## config.mk

```make
export PLATFORM = sky130hd
export DESIGN_NAME = three_policy_thread_scheduler
export DESIGN_NICKNAME = d
export VERILOG_FILES = /design/src/hdl/tps_pkg.sv /design/src/hdl/tps_div.sv /design/src/hdl/three_policy_thread_scheduler.sv
export SDC_FILE = /design/constraint.sdc
export NUM_CORES = 1
export LEC_CHECK = 0
export ABC_AREA = 0
export CAP_MARGIN = 25
export CORE_UTILIZATION = 50
export DETAILED_ROUTE_END_ITERATION = 12
export DONT_BUFFER_PORTS = 1
export SKIP_CTS_REPAIR_TIMING = 1
export SLEW_MARGIN = 0
export SYNTH_ARGS = -nofsm -noshare
export SYNTH_HDL_FRONTEND = slang
export SYNTH_SLANG_ARGS = --single-unit
```

## constraint.sdc

```tcl
create_clock -name clk_i -period 6.39 [get_ports clk_i]
set_input_delay 1.278 -clock clk_i [delete_from_list [all_inputs] [get_ports clk_i]]
set_output_delay 1.278 -clock clk_i [all_outputs]
set_load 0.02 [all_outputs]
```

## src/hdl/tps_pkg.sv

```systemverilog
// tps_pkg: shared constants for the three-policy thread scheduler
// used by tps_div and three_policy_thread_scheduler; no dependencies
`default_nettype none
package tps_pkg;
  localparam int NTHR = 16;
  localparam int IDXW = $clog2(NTHR);
  localparam int CNTW = $clog2(NTHR + 1);
  localparam int TKW  = 16;
  localparam int TOTW = 20;
  localparam int PRIW = 8;
  localparam int DRW  = 16;
  localparam logic [TKW-1:0] TICKET_MAX = {TKW{1'b1}};

  localparam logic [1:0] ACT_TICK   = 2'd0;
  localparam logic [1:0] ACT_CREATE = 2'd1;
  localparam logic [1:0] ACT_EXIT   = 2'd2;
  localparam logic [1:0] ACT_NONE   = 2'd3;

  localparam logic [1:0] MODE_RR   = 2'd0;
  localparam logic [1:0] MODE_LOT  = 2'd1;
  localparam logic [1:0] MODE_PRIO = 2'd2;
  localparam logic [1:0] MODE_NONE = 2'd3;

  typedef struct packed {
    logic done;
    logic [TOTW:0] rem;
  } div_stat_t;
endpackage
`default_nettype wire

```

## src/hdl/tps_div.sv

```systemverilog
// tps_div: restoring remainder unit, one dividend bit per cycle
// depends on tps_pkg
`default_nettype none
module tps_div (
  input  wire logic                     clk_i,
  input  wire logic                     rst_ni,
  input  wire logic                     start_i,
  input  wire logic [tps_pkg::DRW-1:0]  dividend_i,
  input  wire logic [tps_pkg::TOTW:0]   divisor_i,
  output tps_pkg::div_stat_t            stat_o
);
  logic [tps_pkg::TOTW:0]  rem_q, rem_d, dsr_q, dsr_d, trial;
  logic [tps_pkg::DRW-1:0] dvd_q, dvd_d;
  logic [4:0]              cnt_q, cnt_d;
  logic                    busy_q, busy_d, done_q, done_d;

  always_comb begin
    rem_d  = rem_q;
    dsr_d  = dsr_q;
    dvd_d  = dvd_q;
    cnt_d  = cnt_q;
    busy_d = busy_q;
    done_d = 1'b0;
    trial  = {rem_q[tps_pkg::TOTW-1:0], dvd_q[tps_pkg::DRW-1]};
    if (start_i) begin
      rem_d  = '0;
      dsr_d  = divisor_i;
      dvd_d  = dividend_i;
      cnt_d  = '0;
      busy_d = 1'b1;
    end else if (busy_q) begin
      rem_d = (trial >= dsr_q) ? trial - dsr_q : trial;
      dvd_d = {dvd_q[tps_pkg::DRW-2:0], 1'b0};
      cnt_d = cnt_q + 5'd1;
      if (cnt_q == 5'(tps_pkg::DRW - 1)) begin
        busy_d = 1'b0;
        done_d = 1'b1;
      end
    end
  end

  always_ff @(posedge clk_i or negedge rst_ni) begin
    if (!rst_ni) begin
      busy_q <= 1'b0;
      done_q <= 1'b0;
      cnt_q  <= '0;
    end else begin
      busy_q <= busy_d;
      done_q <= done_d;
      cnt_q  <= cnt_d;
    end
  end

  always_ff @(posedge clk_i) begin
    rem_q <= rem_d;
    dsr_q <= dsr_d;
    dvd_q <= dvd_d;
  end

  assign stat_o.done = done_q;
  assign stat_o.rem  = rem_q;
endmodule
`default_nettype wire

```

## src/hdl/three_policy_thread_scheduler.sv

```systemverilog
// three_policy_thread_scheduler: top level with thread table and scan sequencer
// depends on tps_pkg and tps_div
// Create, exit and unknown words go from idle straight to the output state. A tick
// scans the thread table one entry per cycle: round robin, priority (a second
// pass when the ran marks wrap), or lottery, which runs the remainder unit, then
// the ticket walk, then the skip of finished threads. A new word is taken only
// once the sequencer is back in idle.
`default_nettype none
module three_policy_thread_scheduler (
  input  wire logic       clk_i,
  input  wire logic       rst_ni,
  input  wire logic       cfg_valid_i,
  output wire logic       cfg_ready_o,
  input  wire logic [1:0] policy_mode_i,
  input  wire logic       in_valid_i,
  output wire logic       in_ready_o,
  input  wire logic [1:0] action_i,
  input  wire logic [7:0] new_priority_i,
  input  wire logic [15:0] new_tickets_i,
  input  wire logic [3:0] exit_index_i,
  input  wire logic [15:0] random_draw_i,
  output wire logic       out_valid_o,
  input  wire logic       out_ready_i,
  output wire logic [3:0] selected_thread_o,
  output wire logic       selection_valid_o,
  output wire logic [3:0] assigned_index_o,
  output wire logic       table_full_o
);
  localparam logic [2:0] S_IDLE = 3'd0;
  localparam logic [2:0] S_RR   = 3'd1;
  localparam logic [2:0] S_DIV  = 3'd2;
  localparam logic [2:0] S_LOT  = 3'd3;
  localparam logic [2:0] S_PRI  = 3'd4;
  localparam logic [2:0] S_OUT  = 3'd5;

  localparam int IW = tps_pkg::IDXW;
  localparam int NT = tps_pkg::NTHR;

  logic [2:0]               st_q, st_d;
  logic [1:0]               mode_q;
  logic [IW-1:0]            cur_q, cur_d, idx_q, idx_d, who_q, who_d;
  logic [tps_pkg::CNTW-1:0] cnt_q, cnt_d;
  logic [NT-1:0]            fin_q, fin_d, ran_q, ran_d, live_mask;
  logic [tps_pkg::TOTW-1:0] tot_q, tot_d;
  logic [tps_pkg::TKW-1:0]  tk_q [NT];
  logic [tps_pkg::PRIW-1:0] pr_q [NT];
  logic                     tk_we, pr_we;
  logic [IW-1:0]            tk_wa;
  logic [tps_pkg::TKW-1:0]  tk_wd;
  logic [tps_pkg::TOTW+1:0] left_q, left_d, nleft;
  logic [tps_pkg::PRIW-1:0] best_q, best_d;
  logic                     found_q, found_d, cand;
  logic [IW-1:0]            last_idx, idx_inc;
  logic                     res_ld;
  logic [IW-1:0]            res_sel, res_asg, sel_q, asg_q;
  logic                     res_val, res_full, val_q, full_q, ov_q;
  logic                     div_start;
  tps_pkg::div_stat_t       div_st;

  tps_div u_div (
    .clk_i      (clk_i),
    .rst_ni     (rst_ni),
    .start_i    (div_start),
    .dividend_i (random_draw_i),
    .divisor_i  ({1'b0, tot_q} + 21'd1),
    .stat_o     (div_st)
  );

  always_comb begin
    for (int i = 0; i < NT; i++) begin
      live_mask[i] = (tps_pkg::CNTW'(i) < cnt_q) && !fin_q[i];
    end
  end

  assign last_idx = IW'(cnt_q - 1'b1);
  assign idx_inc  = (idx_q == last_idx) ? '0 : idx_q + 1'b1;
  assign nleft    = left_q - {{(tps_pkg::TOTW+2-tps_pkg::TKW){1'b0}}, tk_q[idx_q]};
  assign cand     = !fin_q[idx_q] && !ran_q[idx_q] && (!found_q || pr_q[idx_q] > best_q);

  always_comb begin
    st_d      = st_q;
    cur_d     = cur_q;
    idx_d     = idx_q;
    who_d     = who_q;
    cnt_d     = cnt_q;
    fin_d     = fin_q;
    ran_d     = ran_q;
    tot_d     = tot_q;
    left_d    = left_q;
    best_d    = best_q;
    found_d   = found_q;
    tk_we     = 1'b0;
    pr_we     = 1'b0;
    tk_wa     = idx_q;
    tk_wd     = new_tickets_i;
    div_start = 1'b0;
    res_ld    = 1'b0;
    res_sel   = '0;
    res_val   = 1'b0;
    res_asg   = '0;
    res_full  = 1'b0;
    case (st_q)
      S_IDLE: begin
        if (in_valid_i) begin
          st_d = S_OUT;
          case (action_i)
            tps_pkg::ACT_TICK: begin
              if ((|live_mask) && mode_q != tps_pkg::MODE_NONE) begin
                case (mode_q)
                  tps_pkg::MODE_RR: begin
                    idx_d = ({1'b0, cur_q} + 1'b1 == cnt_q) ? '0 : cur_q + 1'b1;
                    st_d  = S_RR;
                  end
                  tps_pkg::MODE_LOT: begin
                    div_start = 1'b1;
                    st_d      = S_DIV;
                  end
                  default: begin
                    idx_d   = '0;
                    found_d = 1'b0;
                    st_d    = S_PRI;
                  end
                endcase
              end
            end
            tps_pkg::ACT_CREATE: begin
              if (cnt_q == tps_pkg::CNTW'(NT)) begin
                res_full = 1'b1;
              end else begin
                tk_we = 1'b1;
                pr_we = 1'b1;
                tk_wa = IW'(cnt_q);
                fin_d[IW'(cnt_q)] = 1'b0;
                ran_d[IW'(cnt_q)] = 1'b0;
                tot_d   = tot_q + {{(tps_pkg::TOTW-tps_pkg::TKW){1'b0}}, new_tickets_i};
                cnt_d   = cnt_q + 1'b1;
                res_asg = IW'(cnt_q);
              end
            end
            tps_pkg::ACT_EXIT: begin
              if ({1'b0, exit_index_i} < cnt_q) fin_d[exit_index_i] = 1'b1;
            end
            default: ;
          endcase
          res_ld = (st_d == S_OUT);
        end
      end
      S_RR: begin
        if (!fin_q[idx_q]) begin
          cur_d   = idx_q;
          res_sel = idx_q;
          res_val = 1'b1;
          res_ld  = 1'b1;
          st_d    = S_OUT;
        end else begin
          idx_d = idx_inc;
        end
      end
      S_DIV: begin
        if (div_st.done) begin
          left_d = {1'b0, div_st.rem};
          idx_d  = '0;
          st_d   = S_LOT;
        end
      end
      S_LOT: begin
        left_d = nleft;
        if (nleft[tps_pkg::TOTW+1] || nleft == '0) begin
          st_d = S_RR;
        end else begin
          if (tk_q[idx_q] != tps_pkg::TICKET_MAX) begin
            tk_we = 1'b1;
            tk_wd = tk_q[idx_q] + 1'b1;
            tot_d = tot_q + 1'b1;
          end
          if (idx_q == last_idx) st_d = S_RR;
          else idx_d = idx_q + 1'b1;
        end
      end
      S_PRI: begin
        if (cand) begin
          found_d = 1'b1;
          best_d  = pr_q[idx_q];
          who_d   = idx_q;
        end
        if (idx_q == last_idx) begin
          if (found_d) begin
            ran_d[who_d] = 1'b1;
            cur_d   = who_d;
            res_sel = who_d;
            res_val = 1'b1;
            res_ld  = 1'b1;
            st_d    = S_OUT;
          end else begin
            ran_d   = '0;
            idx_d   = '0;
            found_d = 1'b0;
          end
        end else begin
          idx_d = idx_q + 1'b1;
        end
      end
      S_OUT: begin
        if (!ov_q || out_ready_i) st_d = S_IDLE;
      end
      default: st_d = S_IDLE;
    endcase
  end

  always_ff @(posedge clk_i or negedge rst_ni) begin
    if (!rst_ni) begin
      st_q   <= S_IDLE;
      mode_q <= tps_pkg::MODE_RR;
      cur_q  <= '0;
      cnt_q  <= '0;
      fin_q  <= '0;
      ran_q  <= '0;
      tot_q  <= '0;
      ov_q   <= 1'b0;
    end else begin
      st_q  <= st_d;
      cur_q <= cur_d;
      cnt_q <= cnt_d;
      fin_q <= fin_d;
      ran_q <= ran_d;
      tot_q <= tot_d;
      if (cfg_valid_i) mode_q <= policy_mode_i;
      if (st_q == S_OUT && (!ov_q || out_ready_i)) ov_q <= 1'b1;
      else if (out_ready_i) ov_q <= 1'b0;
    end
  end

  // result words wait in a holding register until the out slot frees up
  logic [IW-1:0] hsel_q, hasg_q;
  logic          hval_q, hfull_q;

  always_ff @(posedge clk_i) begin
    idx_q   <= idx_d;
    who_q   <= who_d;
    left_q  <= left_d;
    best_q  <= best_d;
    found_q <= found_d;
    if (tk_we) tk_q[tk_wa] <= tk_wd;
    if (pr_we) pr_q[IW'(cnt_q)] <= new_priority_i;
    if (res_ld) begin
      hsel_q  <= res_sel;
      hval_q  <= res_val;
      hasg_q  <= res_asg;
      hfull_q <= res_full;
    end
    if (st_q == S_OUT && (!ov_q || out_ready_i)) begin
      sel_q  <= hsel_q;
      val_q  <= hval_q;
      asg_q  <= hasg_q;
      full_q <= hfull_q;
    end
  end

  assign cfg_ready_o       = 1'b1;
  assign in_ready_o        = (st_q == S_IDLE);
  assign out_valid_o       = ov_q;
  assign selected_thread_o = sel_q;
  assign selection_valid_o = val_q;
  assign assigned_index_o  = asg_q;
  assign table_full_o      = full_q;

  a_cnt_bound: assert property (@(posedge clk_i) disable iff (!rst_ni)
    cnt_q <= tps_pkg::CNTW'(NT)) else $error("thread count past table size");
  a_sel_live: assert property (@(posedge clk_i) disable iff (!rst_ni)
    (st_q == S_RR && !fin_q[idx_q]) |-> ({1'b0, idx_q} < cnt_q))
    else $error("selection outside created threads");
  a_idle_done: assert property (@(posedge clk_i) disable iff (!rst_ni)
    (in_valid_i && in_ready_o && action_i != tps_pkg::ACT_TICK) |=> (st_q == S_OUT))
    else $error("non-tick word did not finish at once");
endmodule
`default_nettype wire
```

==> results by stage <==
Setup path:
- The delay of the slowest cell on the worst path is around 650 ps.
- The launching element type of the critical path is a flop.
- The maximum fanout encountered on the critical timing path is 22.
- Walking the worst path, the cells encountered are buf_4 > mux4_2 > mux4_2 > inv_1 > ha_1 > a21oi_1 > o22ai_1 > or3_4 > a41oi_2 > o2111ai_1 > xnor2_1 > or4_4 > o211ai_4 > o31a_1 > nor2_2 > buf_4.
- For the worst setup path, the data arrival time is 6280 ps.
- The master of the slowest instance on the critical path is dfxtp_4.
- The worst setup path is captured at a flop.
- The critical path is of the reg -> reg type.
- Data on the critical path is required at its endpoint by 6730 ps.

Run:
- The max-cap violation count is 0.

Timing:
- Derived from the worst setup path, the maximum achievable clock frequency is ~170 MHz.
- Setup violations remaining at the end of the flow were counted as 0.
- The count of pins over their slew limit came to 0.
- At the pin with the least slew margin, the transition time is 849 ps.
- The hold violation count in the final report came to 0.
- The worst slew margin relative to its limit is 0.429.
- After routing, the total negative slack on setup checks comes to 0 ps.
- On the final layout, the worst clock skew is approximately 24 ps.
- Dividing the final minimum period by the clock period gives 0.929.
- Setup repair after global routing left no endpoint under its margin.
- The time the worst path needs with I/O delays and setup is between 5000 and 6000 ps.

Die:
- The width of the chip is around 240 microns.
- The row count is 85.
- The core region is 0.0540 sq mm.
- The die footprint is 0.0559 sq mm.
- The starting utilization of the core area is 0.508.
- For this design the top-level I/O count stands at 66.
- From bottom edge to top edge, the die measures 236 microns.

Layout:
- The layout net count is 2099.
- Compared with the post-synthesis result, the final layout area differs by 11.0%.
- The finished cells cover 0.0305 sq mm.
- At the end of the flow the core is filled with cells to 0.564.
- The number of diodes added for antenna fixing is 0.
- The share of layout cells above drive strength 1 is 0.182.

Logic synthesis:
- Counting flops and latches in the post-synthesis netlist gives 579.
- The count of unique library cells instantiated by Yosys is 80.
- The synthesized instance count is 1931.
- After synthesis, the share of flip-flops with an asynchronous set or reset is 0.128.
- The commonest cells after synthesis are edfxtp_1, nand2_1, mux4_2.
- The synthesized cell area is 0.0275 sq mm.
- edfxtp_1 takes more of the synthesized area than any other cell.
- The total nets after synthesis is ~2100.
- The part of the Yosys area used for sequential elements is 0.610.
- The most frequent cell after synthesis is edfxtp_1.
- In the post-synthesis netlist, the biggest area contributors are edfxtp_1, mux4_2, dfrtp_1.
- The number of enable-type register cells in the synthesized netlist is 480.
- In this run the mean area of a mapped cell was 14.2 sq um.
- The leading register cell type out of synthesis is edfxtp_1.
- The share of the synthesized area in the top cell type is 0.525.
- The Yosys step of the flow raised 0 warnings.

Power:
- The switching power is 4960 uW.
- Cell internal power was estimated by the tool at a little over 9000 uW.
- The share of total power dissipated in combinational logic is 0.378.
- The worst ir drop on vdd is 0.263 mV.
- Power spread over the standard cell area amounts to 462 mW/mm^2.
- The switching share of power is 0.353.
- The clock network power share is 0.253.
- The analysis attributes to cell leakage a power of 0.0109 uW.
- The register share of total power is 0.368.

Clock tree:
- The root buffer cell is clkbuf_16.
- The clock insertion delay at the later pin of the skew report is 650 ps.
- The maximum number of buffers from clock root to sink is 3.
- The clock tree synthesis step divided the H-tree into 2 levels.
- In this run, CTS created clock tree buffers numbering 59.
- Clock-pin slew was measured on the worst setup and hold paths at roughly 60 ps.
- TritonCTS built the clock tree.
- The clock sink count is 579.

Global route:
- The total global routing overflow is 0.
- Entering global routing, the biggest net connects 75 pins.
- The global-route wire length before repair is 97600 microns.
- Across every metal layer, demand over resource in global routing totals 0.231.
- The number of global-route vias before repair is 16243.
- The number of antenna violations at the first check in global routing is 0.

Placement:
- In this run the tool buffered the top-level ports with 0 buffer cells.
- The HPWL after detailed placement is 41700 microns.
- Once placement finished, the instance area stood at 0.0285 sq mm.
- At the end of routability-driven placement, the weighted congestion stood at 0.875.

Status:
- The run finished with clean final reports.

Routing:
- The post-detailed-routing wire length is 63500 microns.
- The count of nets left with antenna violations once routing finished came out at 0.
- The routed via count divided by cell count is 6.00.
- After detailed routing, the average wire length per cell comes to around 23 microns.
- The number of detailed-routing iterations run before antenna repair is 5.
- The first routing iteration left ~1200 violations.
- Detailed routing inserted a total of 16270 vias.
- The remaining routing DRC violations is 0.

Worst hold path:
- The classification of the worst-slack hold path is in -> async.
## layout make-up
cell class / count / area (sq um)
Fill cell: 4286 / 23500
Sequential cell: 579 / 16800
Multi-Input combinational cell: 1185 / 10000
Clock buffer: 74 / 1550
Tap cell: 696 / 871
Timing Repair Buffer: 60 / 488
Clock inverter: 36 / 459
Inverter: 82 / 308
## registers in the layout (all words and copies together), names as in the netlist, 8 cells and up, named ones only
signal,count
u_div.rem_q,21
best_q,8
fin_q,16
u_div.dsr_q,21
pr_q,128
u_div.dvd_q,16
tot_q,20
tk_q,256
ran_q,16
left_q,22
## path summary, 6_finish.rpt
path                           start                    to  slack, ps  depth (start not counted)
max                             flop            tk_q[0][9]        450                         16
min                           rst_ni              fin_q[5]        320                          0
max reg2reg                     flop            tk_q[0][9]        450                         16
min reg2reg                hsel_q[2]  selected_thread_o[2]        410                          0
max in group asynchronous     rst_ni             tot_q[10]       5850                          0
min in group clk_i         hsel_q[2]  selected_thread_o[2]        410                          0
## per-layer routing
layer | share of wire | global-route usage | up-vias
li1 | - | - | 7477
met2 | 0.49 | 0.380 | 406
met4 | 0.023 | 0.0708 | 0
met5 | 0 | 0 | -
met1 | 0.44 | 0.320 | 8304
met3 | 0.048 | 0.0314 | 83
## metrics by stage
step | total power (uW) | hold slack, ps | std cells | setup WS, ps
5_1_grt | 14900 | 300 | 2712 | 112
3_5_place_dp | 10600 | 405 | 2600 | 402
6_report | 14100 | 324 | 2712 | 452
4_1_cts | 14200 | 295 | 2710 | 392
2_1_floorplan | 9250 | 400 | 1931 | 673
3_3_place_gp | 10500 | 406 | 2600 | 562
## power groups by stage
stage	logic [uW]	registers (uW)	clock network, uW
after floorplan	4330	4920	0
after global placement	5230	5250	0
after detailed placement	5310	5260	0
after CTS	5340	5190	3630
after global routing	5870	5250	3780
final	5320	5180	3570
## cells by family after synthesis
| logic type | Yosys count | share of synthesized area |
|---|---|---|
| AOI/OAI and AO/OA | 342 | 0.0793 |
| xor gates and xnor gates | 98 | 0.0312 |
| adders and majority gates | 79 | 0.0368 |
| buffers and inverters | 167 | 0.0268 |
| DFF | 579 | 0.610 |
| muxes | 195 | 0.132 |
| other | 1 | 0.000137 |
| and+or+nand+nor | 470 | 0.0830 |
## placed cells by master (no fill, tap or decap), types with 9 or more instances in the layout
cell	synthesis	final
a21o_1	21	21
nand2_1	131	131
mux4_2	129	129
clkinv_2	0	12
o22ai_1	10	9
and3_1	22	22
xor2_1	24	24
inv_1	80	80
dfrtp_1	74	74
nand4_1	11	11
nor2b_1	24	21
or2_2	10	10
nand3_1	45	44
dfxtp_1	25	22
edfxtp_1	480	480
clkbuf_16	0	60
mux2i_1	22	22
a31oi_1	19	19
o21ai_0	77	76
buf_4	7	57
a211oi_1	27	27
xnor2_1	74	74
nor2_1	121	116
and2_1	24	24
ha_1	76	76
clkbuf_1	48	14
nor3_1	28	27
o21a_1	13	13
nand2b_1	13	13
or3_1	14	14
mux2_2	41	41
a21oi_1	107	99
## critical path: cells and delay by family (launching register included)
family          cells  cell delay [ps]
compound gates      6             1470
simple gates        3             1270
mux                 2             1030
buf+inv             3              690
flops               1              650
fa+ha+maj           1              300
xor+xnor            1              200
No activity file was read; power rests on OpenSTA's default activity.
